===== config.mk =====
export PLATFORM = sky130hd
export DESIGN_NAME = dual_order_service_queue_unit
export DESIGN_NICKNAME = d
export VERILOG_FILES = /design/src/rtl/dosq_pkg.sv /design/src/rtl/dosq_ram.sv /design/src/rtl/dosq_ctrl.sv /design/src/rtl/dosq_datapath.sv /design/src/rtl/dual_order_service_queue_unit.sv
export SDC_FILE = /design/constraint.sdc
export NUM_CORES = 2
export LEC_CHECK = 0
export BUFFER_PORTS_ARGS = -buffer_cell sky130_fd_sc_hd__buf_4
export CELL_PAD_IN_SITES_DETAIL_PLACEMENT = 1
export CELL_PAD_IN_SITES_GLOBAL_PLACEMENT = 1
export CORE_ASPECT_RATIO = 1.25
export CORE_MARGIN = 3
export CORE_UTILIZATION = 40
export CTS_BUF_LIST = sky130_fd_sc_hd__clkbuf_4 sky130_fd_sc_hd__clkbuf_8 sky130_fd_sc_hd__clkbuf_16
export DETAILED_ROUTE_END_ITERATION = 10
export PLACE_DENSITY = 0.55
export SLEW_MARGIN = 15
export SYNTH_ARGS = -nofsm -noshare
export SYNTH_HDL_FRONTEND = slang
export SYNTH_MEMORY_MAX_BITS = 65536
export SYNTH_SLANG_ARGS = --single-unit

===== constraint.sdc =====
create_clock -name clk -period 8 [get_ports clk]
set_input_delay 0.4 -clock clk [delete_from_list [all_inputs] [get_ports clk]]
set_output_delay 0.4 -clock clk [all_outputs]
set_load 0.01 [all_outputs]

===== src/rtl/dosq_pkg.sv =====
// Shared codes and controller/datapath interface types for the service queue.
// No dependencies.
package dosq_pkg;

	localparam logic [1:0] ACT_ARRIVE  = 2'd0;
	localparam logic [1:0] ACT_OLDEST  = 2'd1;
	localparam logic [1:0] ACT_HIGHEST = 2'd2;

	localparam logic [1:0] ST_ACCEPTED = 2'd0;
	localparam logic [1:0] ST_SERVED   = 2'd1;
	localparam logic [1:0] ST_EMPTY    = 2'd2;
	localparam logic [1:0] ST_FULL     = 2'd3;

	localparam int NUM_WIDTH = 32;

	typedef struct packed {
		logic clr_step;    // clear one valid mark
		logic arrive;      // store arrival at tail
		logic set_full;
		logic set_empty;
		logic scan_start;  // start slot scan from head
		logic scan_oldest; // scan only the head slot
		logic scan_issue;  // issue one scan read
		logic inval;       // drop picked entry, take its number
		logic skip_rd;     // read valid mark at head
		logic skip_adv;    // step head past a hole
		logic load_out;    // move result to output register
	} dosq_cmd_t;

	typedef struct packed {
		logic clr_last;
		logic full;
		logic empty;
		logic scan_last;
		logic pick_is_head;
		logic head_valid;
		logic out_free;
	} dosq_stat_t;

endpackage


===== src/rtl/dosq_ram.sv =====
// Generic single write port, single read port RAM with registered read.
// No dependencies.
module dosq_ram #(
	parameter int WIDTH = 32,
	parameter int DEPTH = 64
) (
	input  logic                     clk,
	input  logic                     we,
	input  logic [$clog2(DEPTH)-1:0] waddr,
	input  logic [WIDTH-1:0]         wdata,
	input  logic [$clog2(DEPTH)-1:0] raddr,
	output logic [WIDTH-1:0]         rdata
);

	logic [WIDTH-1:0] mem [DEPTH];

	always_ff @(posedge clk) begin
		if (we) begin
			mem[waddr] <= wdata;
		end
		rdata <= mem[raddr];
	end

endmodule


===== src/rtl/dosq_ctrl.sv =====
// Controller state machine for the service queue.
// Depends on dosq_pkg; drives dosq_datapath through command and status structs.
module dosq_ctrl (
	input  logic                clk,
	input  logic                arst_n,
	input  logic                s_tvalid,
	output logic                s_tready,
	input  logic [1:0]          action,
	input  dosq_pkg::dosq_stat_t st,
	output dosq_pkg::dosq_cmd_t  cmd
);
	import dosq_pkg::*;

	typedef enum logic [2:0] {
		S_CLEAR,
		S_IDLE,
		S_SCAN,
		S_SCAN_END,
		S_INVAL,
		S_SKIP_RD,
		S_SKIP_CHK,
		S_RESP
	} state_t;

	state_t state_q;
	state_t state_d;

	assign s_tready = (state_q == S_IDLE);

	always_comb begin
		cmd     = '0;
		state_d = state_q;
		unique case (state_q)
			S_CLEAR: begin
				cmd.clr_step = 1'b1;
				if (st.clr_last) begin
					state_d = S_IDLE;
				end
			end
			S_IDLE: begin
				if (s_tvalid) begin
					state_d = S_RESP;
					unique case (action)
						ACT_ARRIVE: begin
							if (st.full) begin
								cmd.set_full = 1'b1;
							end else begin
								cmd.arrive = 1'b1;
							end
						end
						ACT_OLDEST, ACT_HIGHEST: begin
							if (st.empty) begin
								cmd.set_empty = 1'b1;
							end else begin
								cmd.scan_start  = 1'b1;
								cmd.scan_oldest = (action == ACT_OLDEST);
								state_d         = S_SCAN;
							end
						end
						default: cmd.set_empty = 1'b1;
					endcase
				end
			end
			S_SCAN: begin
				cmd.scan_issue = 1'b1;
				if (st.scan_last) begin
					state_d = S_SCAN_END;
				end
			end
			S_SCAN_END: state_d = S_INVAL;
			S_INVAL: begin
				cmd.inval = 1'b1;
				// if the pick is the head, head moves past the removed slot here; more holes may follow
				state_d = st.pick_is_head ? S_SKIP_RD : S_RESP;
			end
			S_SKIP_RD: begin
				if (st.empty) begin
					state_d = S_RESP;
				end else begin
					cmd.skip_rd = 1'b1;
					state_d     = S_SKIP_CHK;
				end
			end
			S_SKIP_CHK: begin
				if (st.head_valid) begin
					state_d = S_RESP;
				end else begin
					cmd.skip_adv = 1'b1;
					state_d      = S_SKIP_RD;
				end
			end
			S_RESP: begin
				if (st.out_free) begin
					cmd.load_out = 1'b1;
					state_d      = S_IDLE;
				end
			end
			default: state_d = S_IDLE;
		endcase
	end

	always_ff @(posedge clk or negedge arst_n) begin
		if (!arst_n) begin
			state_q <= S_CLEAR;
		end else begin
			state_q <= state_d;
		end
	end

endmodule


===== src/rtl/dosq_datapath.sv =====
// Datapath of the service queue: ring pointers, slot RAMs, max scan, result regs.
// Depends on dosq_pkg and dosq_ram; commanded by dosq_ctrl.
module dosq_datapath #(
	parameter int DEPTH       = 64,
	parameter int VALUE_WIDTH = 32
) (
	input  logic                 clk,
	input  logic                 arst_n,
	input  dosq_pkg::dosq_cmd_t  cmd,
	output dosq_pkg::dosq_stat_t st,
	input  logic [31:0]          value,
	input  logic                 m_tready,
	output logic                 m_tvalid,
	output logic [1:0]           status,
	output logic [31:0]          served_number
);
	import dosq_pkg::*;

	localparam int SW = $clog2(DEPTH);
	localparam int CW = $clog2(DEPTH + 1);
	localparam int DW = VALUE_WIDTH + NUM_WIDTH;

	function automatic logic [SW-1:0] slot_after(input logic [SW-1:0] s);
		return (s == SW'(DEPTH - 1)) ? '0 : s + 1'b1;
	endfunction

	logic [SW-1:0]          head_q, tail_q, clr_q, scan_slot_q, pick_q, rd_slot_s1;
	logic [CW-1:0]          span_q, scan_cnt_q;
	logic [NUM_WIDTH-1:0]   next_q, best_number_q, res_number_q, out_number_q;
	logic [VALUE_WIDTH-1:0] best_q;
	logic [1:0]             res_status_q, out_status_q;
	logic                   found_q, rd_en_s1, out_valid_q;

	logic [VALUE_WIDTH+31:0] val_ext;
	logic [VALUE_WIDTH-1:0]  val_in;
	logic [DW-1:0]           data_rd;
	logic [VALUE_WIDTH-1:0]  rd_val;
	logic [NUM_WIDTH-1:0]    rd_num;
	logic                    vld_rd, vld_we, take;
	logic [SW-1:0]           vld_waddr, vld_raddr;

	// value kept to VALUE_WIDTH bits: truncated when wider than the field, zero-extended when narrower
	assign val_ext = {{VALUE_WIDTH{1'b0}}, value};
	assign val_in  = val_ext[VALUE_WIDTH-1:0];

	assign rd_val = data_rd[VALUE_WIDTH-1:0];
	assign rd_num = data_rd[DW-1:VALUE_WIDTH];

	assign vld_we = cmd.clr_step | cmd.arrive | cmd.inval;
	always_comb begin
		priority if (cmd.clr_step) begin
			vld_waddr = clr_q;
		end else if (cmd.arrive) begin
			vld_waddr = tail_q;
		end else begin
			vld_waddr = pick_q;
		end
	end
	assign vld_raddr = cmd.skip_rd ? head_q : scan_slot_q;

	dosq_ram #(.WIDTH(DW), .DEPTH(DEPTH)) u_data_ram (
		.clk   (clk),
		.we    (cmd.arrive),
		.waddr (tail_q),
		.wdata ({next_q, val_in}),
		.raddr (scan_slot_q),
		.rdata (data_rd)
	);

	dosq_ram #(.WIDTH(1), .DEPTH(DEPTH)) u_valid_ram (
		.clk   (clk),
		.we    (vld_we),
		.waddr (vld_waddr),
		.wdata (cmd.arrive),
		.raddr (vld_raddr),
		.rdata (vld_rd)
	);

	// first valid slot wins on equal values
	assign take = rd_en_s1 && vld_rd && (!found_q || (rd_val > best_q));

	always_ff @(posedge clk or negedge arst_n) begin
		if (!arst_n) begin
			head_q      <= '0;
			tail_q      <= '0;
			span_q      <= '0;
			next_q      <= NUM_WIDTH'(1);
			clr_q       <= '0;
			scan_cnt_q  <= '0;
			rd_en_s1    <= 1'b0;
			found_q     <= 1'b0;
			out_valid_q <= 1'b0;
		end else begin
			rd_en_s1 <= cmd.scan_issue;
			if (cmd.clr_step) begin
				clr_q <= slot_after(clr_q);
			end
			if (cmd.arrive) begin
				tail_q <= slot_after(tail_q);
				span_q <= span_q + 1'b1;
				next_q <= next_q + 1'b1;
			end
			if (cmd.scan_start) begin
				scan_cnt_q <= cmd.scan_oldest ? CW'(1) : span_q;
				found_q    <= 1'b0;
			end else if (take) begin
				found_q <= 1'b1;
			end
			if (cmd.scan_issue) begin
				scan_cnt_q <= scan_cnt_q - 1'b1;
			end
			if ((cmd.inval && (pick_q == head_q)) || cmd.skip_adv) begin
				head_q <= slot_after(head_q);
				span_q <= span_q - 1'b1;
			end
			if (cmd.load_out) begin
				out_valid_q <= 1'b1;
			end else if (m_tready) begin
				out_valid_q <= 1'b0;
			end
		end
	end

	always_ff @(posedge clk) begin
		if (cmd.scan_start) begin
			scan_slot_q <= head_q;
		end else if (cmd.scan_issue) begin
			scan_slot_q <= slot_after(scan_slot_q);
		end
		rd_slot_s1 <= scan_slot_q;
		if (take) begin
			best_q        <= rd_val;
			best_number_q <= rd_num;
			pick_q        <= rd_slot_s1;
		end
		priority if (cmd.arrive) begin
			res_status_q <= ST_ACCEPTED;
			res_number_q <= next_q;
		end else if (cmd.set_full) begin
			res_status_q <= ST_FULL;
			res_number_q <= '0;
		end else if (cmd.set_empty) begin
			res_status_q <= ST_EMPTY;
			res_number_q <= '0;
		end else if (cmd.inval) begin
			res_status_q <= ST_SERVED;
			res_number_q <= best_number_q;
		end
		if (cmd.load_out) begin
			out_status_q <= res_status_q;
			out_number_q <= res_number_q;
		end
	end

	assign st.clr_last     = (clr_q == SW'(DEPTH - 1));
	assign st.full         = (span_q == CW'(DEPTH));
	assign st.empty        = (span_q == '0);
	assign st.scan_last    = (scan_cnt_q == CW'(1));
	assign st.pick_is_head = (pick_q == head_q);
	assign st.head_valid   = vld_rd;
	assign st.out_free     = !out_valid_q || m_tready;

	assign m_tvalid      = out_valid_q;
	assign status        = out_status_q;
	assign served_number = out_number_q;

endmodule


===== src/rtl/dual_order_service_queue_unit.sv =====
// Waiting store served oldest-first or highest-value-first; one request at a time.
// Arrival or empty/full answer: the result register is loaded on the accepting edge, then moved to the output register.
// Serve: scans the ring span from the head (serve-oldest reads only the head slot), then
// drops the pick; if the pick was the head, the head then steps past any holes behind it.
// After reset a clearing pass over all DEPTH slots resets the valid marks; no request is
// taken until it ends. Depends on dosq_pkg, dosq_ctrl, dosq_datapath, dosq_ram.
module dual_order_service_queue_unit #(
	parameter int DEPTH       = 64,
	parameter int VALUE_WIDTH = 32
) (
	input  logic        clk,
	input  logic        arst_n,
	input  logic        s_tvalid,
	output logic        s_tready,
	input  logic [31:0] s_tdata,  // [31:0] value
	input  logic [1:0]  s_tuser,  // [1:0] action
	output logic        m_tvalid,
	input  logic        m_tready,
	output logic [31:0] m_tdata,  // [31:0] served_number
	output logic [1:0]  m_tuser   // [1:0] status
);
	import dosq_pkg::*;

	dosq_cmd_t  cmd;
	dosq_stat_t st;

	dosq_ctrl u_ctrl (
		.clk      (clk),
		.arst_n   (arst_n),
		.s_tvalid (s_tvalid),
		.s_tready (s_tready),
		.action   (s_tuser),
		.st       (st),
		.cmd      (cmd)
	);

	dosq_datapath #(.DEPTH(DEPTH), .VALUE_WIDTH(VALUE_WIDTH)) u_dp (
		.clk           (clk),
		.arst_n        (arst_n),
		.cmd           (cmd),
		.st            (st),
		.value         (s_tdata),
		.m_tready      (m_tready),
		.m_tvalid      (m_tvalid),
		.status        (m_tuser),
		.served_number (m_tdata)
	);

endmodule


==> results.sh <==
export IMPL_post_synth_inst_count=7851
export IMPL_critPathKind="flop to flop"
export IMPL_fin_worst_skew_ns=0.0814
export IMPL_number_of_flip_flops_and_latches_in_the_synthesized_netlist=4445
export IMPL_dieArea_um2=432000
export IMPL_cts_sinks=4445
export IMPL_drc=0
export IMPL_tightestPinTransition_ns=1.28
export IMPL_fillerInstances=37800
export IMPL_synth_flop_cell="sky130_fd_sc_hd__edfxtp_1"
export IMPL_total_power_mw=47.0
export IMPL_synth_seq_area_share=0.781
export IMPL_synth_yosys_warnings=0
export IMPL_netSwitchingFraction=0.199
export IMPL_layout_cells_non_filler=14300
export IMPL_detailedPlace_worstSlack_ns=2.99
export IMPL_synth_area_per_cell_um2=21.6
export IMPL_synth_most_common_cell="sky130_fd_sc_hd__edfxtp_1"
export IMPL_antenna_found_initial=41
export IMPL_finalMaxSlewViolations=0
export IMPL_cts_clk_slew_worst_paths_ns=0.07
export IMPL_multi_input_area_um2=35600
export IMPL_worst_path_stages=8
export IMPL_via_count_of_the_first_global_routing_pass=89000
export IMPL_netlist_cell_type_count=79
export IMPL_synth_largest_area_cell="sky130_fd_sc_hd__edfxtp_1"
export IMPL_timing_critical_path_to_type="flop"
export IMPL_min_delay_path_class="primary input to flop"
export IMPL_dr_pass1_iters=5
export IMPL_max_cap_viols=0
export IMPL_route_vias_total=85200
export IMPL_rr_startpoint="u_ctrl.state_q[0]"
export IMPL_synth_async_reset_ratio=0.0157
export IMPL_final_layout_size_suffix_gt1_frac=0.254
export IMPL_number_of_enable_flip_flop_cells_after_synthesis=4302
export IMPL_vdd_drop_max_uv=230
export IMPL_synth_area_top_cells="sky130_fd_sc_hd__edfxtp_1 76%, sky130_fd_sc_hd__mux4_2 12%, sky130_fd_sc_hd__mux2i_1 2.5%"
export IMPL_setup_viol=0
export IMPL_comb_power_share=0.004
export IMPL_hold_viol=0
export IMPL_buffer_ports_inserted=73
export IMPL_place_area_um2=179000
export IMPL_cp_data_required_time_ns=8.64
export IMPL_dp_hpwl_mm=297
export IMPL_drtIter0Drc=9997
export IMPL_dpl_cell_count=13400
export IMPL_stdcell_area_um2=194000
export IMPL_cell_internal_pwr_mw=37.6
export IMPL_setup_worst_path_start="u_ctrl.state_q[0]"
export IMPL_critPathSlowestCell="sky130_fd_sc_hd__nor2_4"
export IMPL_cts_root_buf="sky130_fd_sc_hd__clkbuf_16"
export IMPL_fin_crit_sh=0.638
export IMPL_share_seq_of_total_power=0.539
export IMPL_maximum_fanout_encountered_on_the_critical_timing_path=27
export IMPL_mappedNetlistNets=7936
export IMPL_critical_path_reg2reg_endpoint="u_dp.u_data_ram.mem[20][23]"
export IMPL_row_count=266
export IMPL_fmaxAchievable_mhz=196
export IMPL_leading_post_synthesis_cells_by_instance_count="4302 x sky130_fd_sc_hd__edfxtp_1, 926 x sky130_fd_sc_hd__mux4_2, 423 x sky130_fd_sc_hd__mux2i_1"
export IMPL_crit_path_most_repeated_cell="sky130_fd_sc_hd__buf_4"
export IMPL_clk_path_buf_depth=4
export IMPL_run_status="completed"
export IMPL_power_density_cell_area_nw_per_um2=242
export IMPL_worst_r2r_cell_count=8
export IMPL_setup_ws_ns=2.90
export IMPL_syn_cell_area_um2=170000
export IMPL_chipWidth_um=588
export IMPL_period_minus_slack_ns=5.10
export IMPL_cts_buffers=443
export IMPL_timing_critical_path_from_type="flop"
export IMPL_total_wire_length_after_detailed_routing_mm=532
export IMPL_finalWeightedCongestion=0.791
export IMPL_grt_overflow_total=0
export IMPL_setup_reg_to_reg_worst_slack_ns=2.90
export IMPL_setup_repair_after_global_routing_missed_its_margin="false"
export IMPL_power_share_clock=0.457
export IMPL_largest_delay_contributor_family_on_the_critical_path="simple AND/OR/NAND/NOR gates"
export IMPL_cts_tree="built"
export IMPL_fin_setup_tns_ns=0
export IMPL_cts_setup_buffers=0
export IMPL_h_tree_depth=5
export IMPL_grt_pass1_wl_mm=734
export IMPL_grtUsageTotal=0.243
export IMPL_clk_latency_ns=1.04
export IMPL_syn2layout_area_growth_pct=14.4
export IMPL_die_h_um=734
export IMPL_cpPeakStageDelay_ns=0.98
export IMPL_total_leakage_power_nw=64.1
export IMPL_timing_max_slew_rel_slack=0.150
export IMPL_share_of_the_synthesized_area_in_the_top_cell_type=0.762
export IMPL_grt_start_max_net_pins=109
export IMPL_initial_utilization=0.403
export IMPL_worst_endpoint_arrival_ns=5.74
export IMPL_crit_path_end="u_dp.u_data_ram.mem[20][23]"
export IMPL_power_spent_charging_and_discharging_nets_mw=9.36
export IMPL_layout_nets=8326
export IMPL_via_per_inst=5.97
export IMPL_io_pins=74
export IMPL_routed_wire_length_per_instance_um=37.3
export IMPL_ant_nets=0
export IMPL_cp_num_buf_inv=3
export IMPL_path_cells="nor4bb_1, buf_4, o311ai_4, inv_4, and2_1, nand2_1, nor2_4, buf_4"
export IMPL_layout_area_seq_um2=132000
export IMPL_floorplan_core_area_um2=421000
## cells in the final DEF (no fill, tap or decap), drive strengths merged, types with 43 or more instances in the layout
cell	synthesis	routed
a211oi	77	77
a21oi	219	219
buf	205	339
bufinv	0	43
clkbuf	225	571
clkinv	0	181
dfrtp	69	69
dfxtp	73	73
edfxtp	4302	4302
ha	46	46
inv	53	65
mux2i	425	425
mux4	930	930
nand2	140	140
nand3	45	45
nor2	198	198
o21ai	198	198
o221ai	194	194
o22ai	179	179
## registers in the layout (all words and copies together), names as in the netlist, 3 cells and up
register / count
u_dp.u_data_ram.mem: 4096
u_dp.u_data_ram.rdata: 64
u_dp.u_valid_ram.mem: 64
u_dp.best_number_q: 32
u_dp.best_q: 32
u_dp.next_q: 32
u_dp.res_number_q: 32
u_dp.served_number: 32
u_dp.scan_cnt_q: 7
u_dp.span_q: 7
u_dp.clr_q: 6
u_dp.head_q: 6
u_dp.pick_q: 6
u_dp.rd_slot_s1: 6
u_dp.scan_slot_q: 6
u_dp.tail_q: 6
u_ctrl.state_q: 3
## stage by stage
step                hold WS [ns]  utilization
finish                    0.0917        0.461
global route              0.0871        0.461
CTS                       0.0122        0.461
detailed placement         0.306        0.424
global placement           0.304        0.424
floorplan                  0.104            -
## worst reg2reg max path, cell delays in order (launching register included)
cell and delay, ns:
sky130_fd_sc_hd__dfrtp_1 0.66, sky130_fd_sc_hd__nor4bb_1 0.44, sky130_fd_sc_hd__buf_4 0.25, sky130_fd_sc_hd__o311ai_4 0.14
sky130_fd_sc_hd__inv_4 0.42, sky130_fd_sc_hd__and2_1 0.43, sky130_fd_sc_hd__nand2_1 0.61, sky130_fd_sc_hd__nor2_4 0.99
sky130_fd_sc_hd__buf_4 0.68
## layout make-up
| cell class | count | share of cell area |
|---|---|---|
| diodes | 13 | 0.000168 |
| repair buffers | 375 | 0.0184 |
| flip-flops and latches | 4445 | 0.683 |
| inverters | 53 | 0.00108 |
| clock buffers | 571 | 0.0635 |
| multi-input cells | 2923 | 0.184 |
| well taps | 5628 | 0.0363 |
| clock inverters | 255 | 0.0140 |
## how the worst min path moves through the flow
stage,endpoint,depth (start not counted),startpoint
4_1_cts,u_dp.scan_cnt_q[6],5,s_tuser[0]
3_5_place_dp,u_dp.span_q[3],1,arst_n
6_report,u_dp.scan_cnt_q[6],5,s_tuser[0]
5_1_grt,u_dp.res_status_q[0],4,s_tuser[1]
2_1_floorplan,u_ctrl.state_q[0],0,arst_n
3_3_place_gp,u_dp.span_q[3],1,arst_n
## logic make-up after synthesis
group / synth area share
AO/OA/AOI/OAI: 0.0371
XOR/XNOR: 0.00289
adder cells (fa/ha/maj): 0.00351
buffers and inverters: 0.0125
flip-flops: 0.781
multiplexers: 0.151
AND/OR/NAND/NOR: 0.0127
## power by group through the flow
stage	Sequential, mW	Clock [mW]	Combinational [mW]
global route	25.3	22.8	0.234
global placement	25.8	0	0.187
finish	25.3	21.5	0.210
floorplan	25.8	0	0.00359
detailed placement	25.8	0	0.202
CTS	25.3	21.9	0.218
## routing by layer
layer / routed length (um) / vias up / track usage
met4: 18000 / 6 / 0.0723
met1: 218000 / 47700 / 0.328
met3: 29200 / 697 / 0.0308
met2: 266000 / 2895 / 0.412
met5: 33 / - / 0
li1: - / 34000 / -
## what timing repair did
action,CTS,global route
hold buffers,36,0
hold endpoints to repair,2057,0
resized for setup,0,0
(Power assumes the default switching activity.)
